**src/rtl/hsl2rgb_pkg.sv**
```systemverilog
// shared types, widths and fixed-point helpers for the hsl to rgb converter
// no dependencies; imported by hsl_to_rgb_converter and its checker
package hsl2rgb_pkg;

  // channel width; a value v stands for v / FULL
  localparam int CHANNEL_BITS = 16;
  localparam int PROD_BITS    = 2 * CHANNEL_BITS;

  typedef logic [CHANNEL_BITS-1:0] chan_t;
  typedef logic [PROD_BITS-1:0]    prod_t;
  typedef logic [2:0]              sector_t;

  localparam chan_t FULL      = '1;
  localparam prod_t HALF_FULL = PROD_BITS'(FULL >> 1);

  // hue sectors, red through magenta and back
  localparam sector_t SEC_R2Y  = 3'd0;
  localparam sector_t SEC_Y2G  = 3'd1;
  localparam sector_t SEC_G2C  = 3'd2;
  localparam sector_t SEC_C2B  = 3'd3;
  localparam sector_t SEC_B2M  = 3'd4;
  localparam sector_t SEC_M2R  = 3'd5;
  localparam sector_t SEC_WRAP = 3'd6;

  typedef struct packed {
    chan_t hue;
    chan_t saturation;
    chan_t lightness;
  } hsl_t;

  typedef struct packed {
    chan_t red;
    chan_t green;
    chan_t blue;
  } rgb_t;

  // round(p / FULL), half up, for p up to FULL * FULL
  // uses 2^N = FULL + 1: p + HALF_FULL = a*FULL + (a + b), with a + b below 2*FULL + 2
  function automatic chan_t frac_div(input prod_t p);
    prod_t                 x;
    chan_t                 a;
    logic [CHANNEL_BITS:0] s2;
    logic [1:0]            k;
    x  = p + HALF_FULL;
    a  = x[PROD_BITS-1:CHANNEL_BITS];
    s2 = {1'b0, a} + {1'b0, x[CHANNEL_BITS-1:0]};
    if (s2 >= {FULL, 1'b0}) begin
      k = 2'd2;
    end else if (s2 >= {1'b0, FULL}) begin
      k = 2'd1;
    end else begin
      k = 2'd0;
    end
    return a + CHANNEL_BITS'(k);
  endfunction

endpackage

```
**src/rtl/hsl_to_rgb_converter.sv**
```systemverilog
// hsl to rgb pixel converter, six register stages, one pixel per clock unless stalled
// depends on hsl2rgb_pkg for types, sector codes and frac_div
//
//  channel | ports                          | payload
//  --------+--------------------------------+------------------------------
//  input   | in_valid, in_stall, in_data    | hsl_t: hue, saturation, lightness
//  output  | out_valid, out_stall, out_data | rgb_t: red, green, blue
//
// a pixel passes stages 1..5 and the output register; one request per clock
// is sustained unless stalled, set by two multiply/divide pairs in stages 2..5
// all stages move together: a stalled result on the output holds the whole
// pipeline and raises in_stall in the same cycle; nothing is dropped or repeated
// rst_n is synchronous, active low, and clears the stage valid bits only
module hsl_to_rgb_converter
  import hsl2rgb_pkg::*;
(
  input  logic clk,
  input  logic rst_n,
  input  logic in_valid,
  output logic in_stall,
  input  hsl_t in_data,
  output logic out_valid,
  input  logic out_stall,
  output rgb_t out_data
);

  localparam int SUM_BITS = CHANNEL_BITS + 3;

  // stage valid bits
  logic v1_r, v2_r, v3_r, v4_r, v5_r, out_valid_r;
  logic adv;

  // stage 1: lightness distance, hue sector
  chan_t   s1_cm_r, s1_sat_r, s1_l_r, s1_f_r;
  sector_t s1_sec_r;
  // stage 2: chroma product, sector weight
  prod_t   s2_prod_r;
  chan_t   s2_l_r, s2_w_r;
  sector_t s2_sec_r;
  // stage 3: chroma
  chan_t   s3_c_r, s3_l_r, s3_w_r;
  sector_t s3_sec_r;
  // stage 4: x product
  prod_t   s4_prod_r;
  chan_t   s4_c_r, s4_l_r;
  sector_t s4_sec_r;
  // stage 5: x
  chan_t   s5_x_r, s5_c_r, s5_l_r;
  sector_t s5_sec_r;
  rgb_t    out_data_r;

  // stage 1 combinational, sector weight and output mapping
  logic [CHANNEL_BITS:0]   twol;
  chan_t                   lum_dist;
  chan_t                   cm_nxt;
  logic [CHANNEL_BITS+2:0] hp;
  logic [2:0]              hq;
  logic [CHANNEL_BITS:0]   hsum;
  logic                    hge;
  sector_t                 sec_raw;
  sector_t                 sec_nxt;
  chan_t                   f_raw;
  chan_t                   f_nxt;
  chan_t                   w_nxt;
  chan_t                   r_ch, g_ch, b_ch;
  rgb_t                    out_nxt;

  assign adv       = ~out_valid_r | ~out_stall;
  assign in_stall  = ~adv;
  assign out_valid = out_valid_r;
  assign out_data  = out_data_r;

  // chan + m in half units, rounded half up, clamped to [0, FULL]
  function automatic chan_t finish(input chan_t ch, input chan_t l, input chan_t c);
    logic [SUM_BITS-1:0] t;
    logic [SUM_BITS-1:0] u;
    t = {2'b00, ch, 1'b0} + {2'b00, l, 1'b0} + SUM_BITS'(1);
    if (t < SUM_BITS'(c)) begin
      return '0;
    end
    u = (t - SUM_BITS'(c)) >> 1;
    if (u > SUM_BITS'(FULL)) begin
      return FULL;
    end
    return u[CHANNEL_BITS-1:0];
  endfunction

  always_comb begin
    twol = {in_data.lightness, 1'b0};
    if (twol >= {1'b0, FULL}) begin
      lum_dist = CHANNEL_BITS'(twol - {1'b0, FULL});
    end else begin
      lum_dist = CHANNEL_BITS'({1'b0, FULL} - twol);
    end
    cm_nxt = FULL - lum_dist;

    // 6h / FULL using 2^N = FULL + 1
    hp   = ({3'b000, in_data.hue} << 2) + ({3'b000, in_data.hue} << 1);
    hq   = hp[CHANNEL_BITS+2:CHANNEL_BITS];
    hsum = {1'b0, hp[CHANNEL_BITS-1:0]} + (CHANNEL_BITS+1)'(hq);
    hge  = (hsum >= {1'b0, FULL});
    sec_raw = hq + 3'(hge);
    if (hge) begin
      f_raw = CHANNEL_BITS'(hsum - {1'b0, FULL});
    end else begin
      f_raw = hsum[CHANNEL_BITS-1:0];
    end
    // hue of a full circle wraps to red
    if (sec_raw >= SEC_WRAP) begin
      sec_nxt = SEC_R2Y;
      f_nxt   = '0;
    end else begin
      sec_nxt = sec_raw;
      f_nxt   = f_raw;
    end
  end

  assign w_nxt = s1_sec_r[0] ? (FULL - s1_f_r) : s1_f_r;

  always_comb begin
    case (s5_sec_r)
      SEC_R2Y: begin
        r_ch = s5_c_r; g_ch = s5_x_r; b_ch = '0;
      end
      SEC_Y2G: begin
        r_ch = s5_x_r; g_ch = s5_c_r; b_ch = '0;
      end
      SEC_G2C: begin
        r_ch = '0; g_ch = s5_c_r; b_ch = s5_x_r;
      end
      SEC_C2B: begin
        r_ch = '0; g_ch = s5_x_r; b_ch = s5_c_r;
      end
      SEC_B2M: begin
        r_ch = s5_x_r; g_ch = '0; b_ch = s5_c_r;
      end
      default: begin
        r_ch = s5_c_r; g_ch = '0; b_ch = s5_x_r;
      end
    endcase
    out_nxt.red   = finish(r_ch, s5_l_r, s5_c_r);
    out_nxt.green = finish(g_ch, s5_l_r, s5_c_r);
    out_nxt.blue  = finish(b_ch, s5_l_r, s5_c_r);
  end

  always_ff @(posedge clk) begin
    if (!rst_n) begin
      v1_r        <= 1'b0;
      v2_r        <= 1'b0;
      v3_r        <= 1'b0;
      v4_r        <= 1'b0;
      v5_r        <= 1'b0;
      out_valid_r <= 1'b0;
    end else if (adv) begin
      v1_r        <= in_valid;
      v2_r        <= v1_r;
      v3_r        <= v2_r;
      v4_r        <= v3_r;
      v5_r        <= v4_r;
      out_valid_r <= v5_r;
    end
  end

  always_ff @(posedge clk) begin
    if (adv) begin
      s1_cm_r    <= cm_nxt;
      s1_sat_r   <= in_data.saturation;
      s1_l_r     <= in_data.lightness;
      s1_f_r     <= f_nxt;
      s1_sec_r   <= sec_nxt;

      s2_prod_r  <= PROD_BITS'(s1_cm_r) * PROD_BITS'(s1_sat_r);
      s2_l_r     <= s1_l_r;
      s2_w_r     <= w_nxt;
      s2_sec_r   <= s1_sec_r;

      s3_c_r     <= frac_div(s2_prod_r);
      s3_l_r     <= s2_l_r;
      s3_w_r     <= s2_w_r;
      s3_sec_r   <= s2_sec_r;

      s4_prod_r  <= PROD_BITS'(s3_c_r) * PROD_BITS'(s3_w_r);
      s4_c_r     <= s3_c_r;
      s4_l_r     <= s3_l_r;
      s4_sec_r   <= s3_sec_r;

      s5_x_r     <= frac_div(s4_prod_r);
      s5_c_r     <= s4_c_r;
      s5_l_r     <= s4_l_r;
      s5_sec_r   <= s4_sec_r;

      out_data_r <= out_nxt;
    end
  end

endmodule

```
**config.mk**
```make
export PLATFORM = sky130hd
export DESIGN_NAME = hsl_to_rgb_converter
export DESIGN_NICKNAME = d
export VERILOG_FILES = /design/src/rtl/hsl2rgb_pkg.sv /design/src/rtl/hsl_to_rgb_converter.sv
export SDC_FILE = /design/constraint.sdc
export NUM_CORES = 2
export LEC_CHECK = 0
export ABC_CLOCK_PERIOD_IN_PS = 39700
export BUFFER_PORTS_ARGS = -buffer_cell sky130_fd_sc_hd__clkbuf_2
export CORE_MARGIN = 2
export CORE_UTILIZATION = 59
export CTS_BUF_LIST = sky130_fd_sc_hd__clkbuf_8 sky130_fd_sc_hd__clkbuf_16
export CTS_CLUSTER_SIZE = 14
export DETAILED_ROUTE_END_ITERATION = 16
export PLACE_DENSITY = 0.76
export SYNTH_ARGS = -nofsm -noshare
export SYNTH_HDL_FRONTEND = slang
export SYNTH_SLANG_ARGS = --single-unit
```
**constraint.sdc**
```tcl
create_clock -name clk -period 39.7 [get_ports clk]
set_input_delay 7.94 -clock clk [delete_from_list [all_inputs] [get_ports clk]]
set_output_delay 7.94 -clock clk [all_outputs]
set_load 0.03 [all_outputs]
```
==> results.sh <==
export IMPL_worst_pin_slew_ps=1130
export IMPL_muxShareOfSynthArea_pct=0.743
export IMPL_synth_compound_area_share_pct=11.5
export IMPL_drive_above_1_share_pct=5.37
export IMPL_hold_viol=0
export IMPL_layout_cells_most_common_list="inv_1 (538), nand2_1 (503), fa_1 (373)"
export IMPL_cts_root_buf="clkbuf_16"
export IMPL_final_cells=4794
export IMPL_grt_total_usage_pct=25.8
export IMPL_crit_top_cell="clkbuf_2"
export IMPL_yosysWarnings=0
export IMPL_cap_violations=0
export IMPL_vias=27700
export IMPL_crit_type="in2out"
export IMPL_chipWidth_um=257
export IMPL_cts_clk_slew_worst_paths_ps=60
export IMPL_cts_max_level=2
export IMPL_antenna_found_initial=0
export IMPL_ctsResizeCount=0
export IMPL_postCtsHoldBufs=0
export IMPL_clkLatencyLatePin_ps=570
export IMPL_yosys_register_bits=351
export IMPL_crit_slowest_cell="nand2_4"
export IMPL_drc=0
export IMPL_post_drt_wl_per_cell_um=17.4
export IMPL_grt_ovfl_total=0
export IMPL_crit_path_start_kind="input pin"
export IMPL_yosys_area_share_simple_pct=15.3
export IMPL_synth_edf_count=345
export IMPL_slew_headroom_pct=24.0
export IMPL_post_cts_buffers=0
export IMPL_min_period_over_period_pct=42.5
export IMPL_tritoncts="yes"
export IMPL_num_antenna_cells=0
export IMPL_cp_max_fo=45
export IMPL_maxSlewViolCount=0
export IMPL_grt_pass1_vias=27700
export IMPL_final_common_cell="inv_1"
export IMPL_postRouteWirelength_mm=83.4
export IMPL_cts_buffers_inserted=37
export IMPL_synth_seq_area_share_pct=27.8
export IMPL_hold_path_class="reg2reg"
export IMPL_synth_cell_types=93
export IMPL_syn_inst=3869
export IMPL_cts_sinks=351
export IMPL_crit_chain="clkbuf_2 > nand2_4 > inv_1 > clkbuf_2"
export IMPL_dp_cells=4729
export IMPL_die_area_sq_um=66000
export IMPL_worstPathArrival_ps=8920
export IMPL_fmax_ghz=0.0593
export IMPL_post_dp_hpwl_mm=63.8
export IMPL_setup_tns_ps=0
export IMPL_ant_nets=0
export IMPL_die_y_um=257
export IMPL_pin_count=102
export IMPL_gp_congestion=0.947
export IMPL_grt_max_degree=202
export IMPL_period_needed_ps=16860
export IMPL_area_delta_synth_final_pct=6.61
export IMPL_async_reset_ff_share_pct=0
export IMPL_synthesis_area_sq_um=37700
export IMPL_synth_top_area_share_pct=27.5
export IMPL_synth_ff_type="edfxtp_1"
export IMPL_viasPerCell=5.77
export IMPL_rows=92
export IMPL_drt_iter0_drc=2074
export IMPL_initial_core_util_pct=59.7
export IMPL_status="finished, final reports clean"
export IMPL_drtPass1Iterations=5
export IMPL_nNetsFinal=4719
export IMPL_avgSynthCellArea_sq_um=9.75
export IMPL_whs_ps=407
export IMPL_io_buffers=101
export IMPL_synth_largest_area_cell="edfxtp_1"
export IMPL_grt_first_pass_wirelength_mm=138
export IMPL_clockBufferDepth=3
export IMPL_required_ps=31760
export IMPL_setup_violations=0
export IMPL_endpoint_kind="output pin"
export IMPL_synth_xor_area_share_pct=6.21
export IMPL_rsz0062_at_grt="false"
export IMPL_ys_top_cells_by_area="edfxtp_1 (27%), fa_1 (20%), ha_1 (12%)"
export IMPL_core_sq_um=63200
export IMPL_slowest_delay_ps=410
export IMPL_synth_fa_ha_area_share_pct=32.1
export IMPL_synth_top_family_by_area="adder cells"
export IMPL_clock_skew_ps=31.6
routing by layer:
layer / GRT usage (%) / up-vias / share of wire, %
met2: 43.7 / 837 / 48
met3: 3.26 / 182 / 5.4
met4: 9.46 / 0 / 3.5
met5: 0 / - / 0
li1: - / 13200 / -
met1: 34.2 / 13500 / 43
sequential cells by signal, indices dropped and copies added (netlist names), 2 cells and up:
register	count
out_data	48
s2_prod_r	31
s4_prod_r	31
s1_f_r	16
s1_l_r	16
s1_sat_r	16
s2_l_r	16
s3_c_r	16
s3_l_r	16
s4_c_r	16
s4_l_r	16
s5_c_r	16
s5_l_r	16
s5_x_r	16
s1_cm_r	15
s2_w_r	15
s3_w_r	15
s2_sec_r	3
s3_sec_r	3
s4_sec_r	3
s5_sec_r	3
s1_sec_r	2
worst paths after layout:
path | start | cells past startpoint | slack (ps) | endpoint
worst max-delay path | out_stall | 4 | 22840 | in_stall
worst min-delay path | s1_l_r[0] | 0 | 410 | s2_l_r[0]
worst max register to register | s1_cm_r[8] | 22 | 32740 | s2_prod_r[31]
worst min register to register | s1_l_r[0] | 0 | 410 | s2_l_r[0]
final cells by class:
type / instances / area [sq um]
multi-input combinational: 2890 / 24900
sequential: 351 / 10500
tap: 846 / 1060
clock inverter: 27 / 251
timing repair buffer: 112 / 601
fill: 5082 / 23000
clock buffer: 38 / 951
inverter: 530 / 1990
metrics by stage:
step	area, sq um	setup slack (ps)	util (%)
after CTS	40200	22820	63.7
after global routing	40200	22690	63.7
after floorplan	37700	14200	-
final	40200	22840	63.7
after global placement	39000	22820	61.8
after detailed placement	39000	22820	61.8
logic make-up after synthesis:
group           after synthesis
flops                       351
fa+ha+maj                   745
buf+inv                     632
xor+xnor                    265
simple gates               1193
other cells                   2
compound gates              654
mux                          27
cells in the mapped netlist, drive strengths merged, types with 53 or more instances:
cell    instances
a21o           72
a21oi         182
and2          191
clkbuf         94
edfxtp        345
fa            373
ha            372
inv           530
nand2         504
nand3          55
nor2          174
nor3           53
o21ai         126
xnor2         158
xor2          107
critical path, delay by kind of cell:
family | cells | cell delay, ps
buffers and inverters | 3 | 570
AND/OR/NAND/NOR | 1 | 410
Power is left out: the tool's default activity adds up to more than one toggle a clock period on the data nets, which glitch-free logic cannot reach.
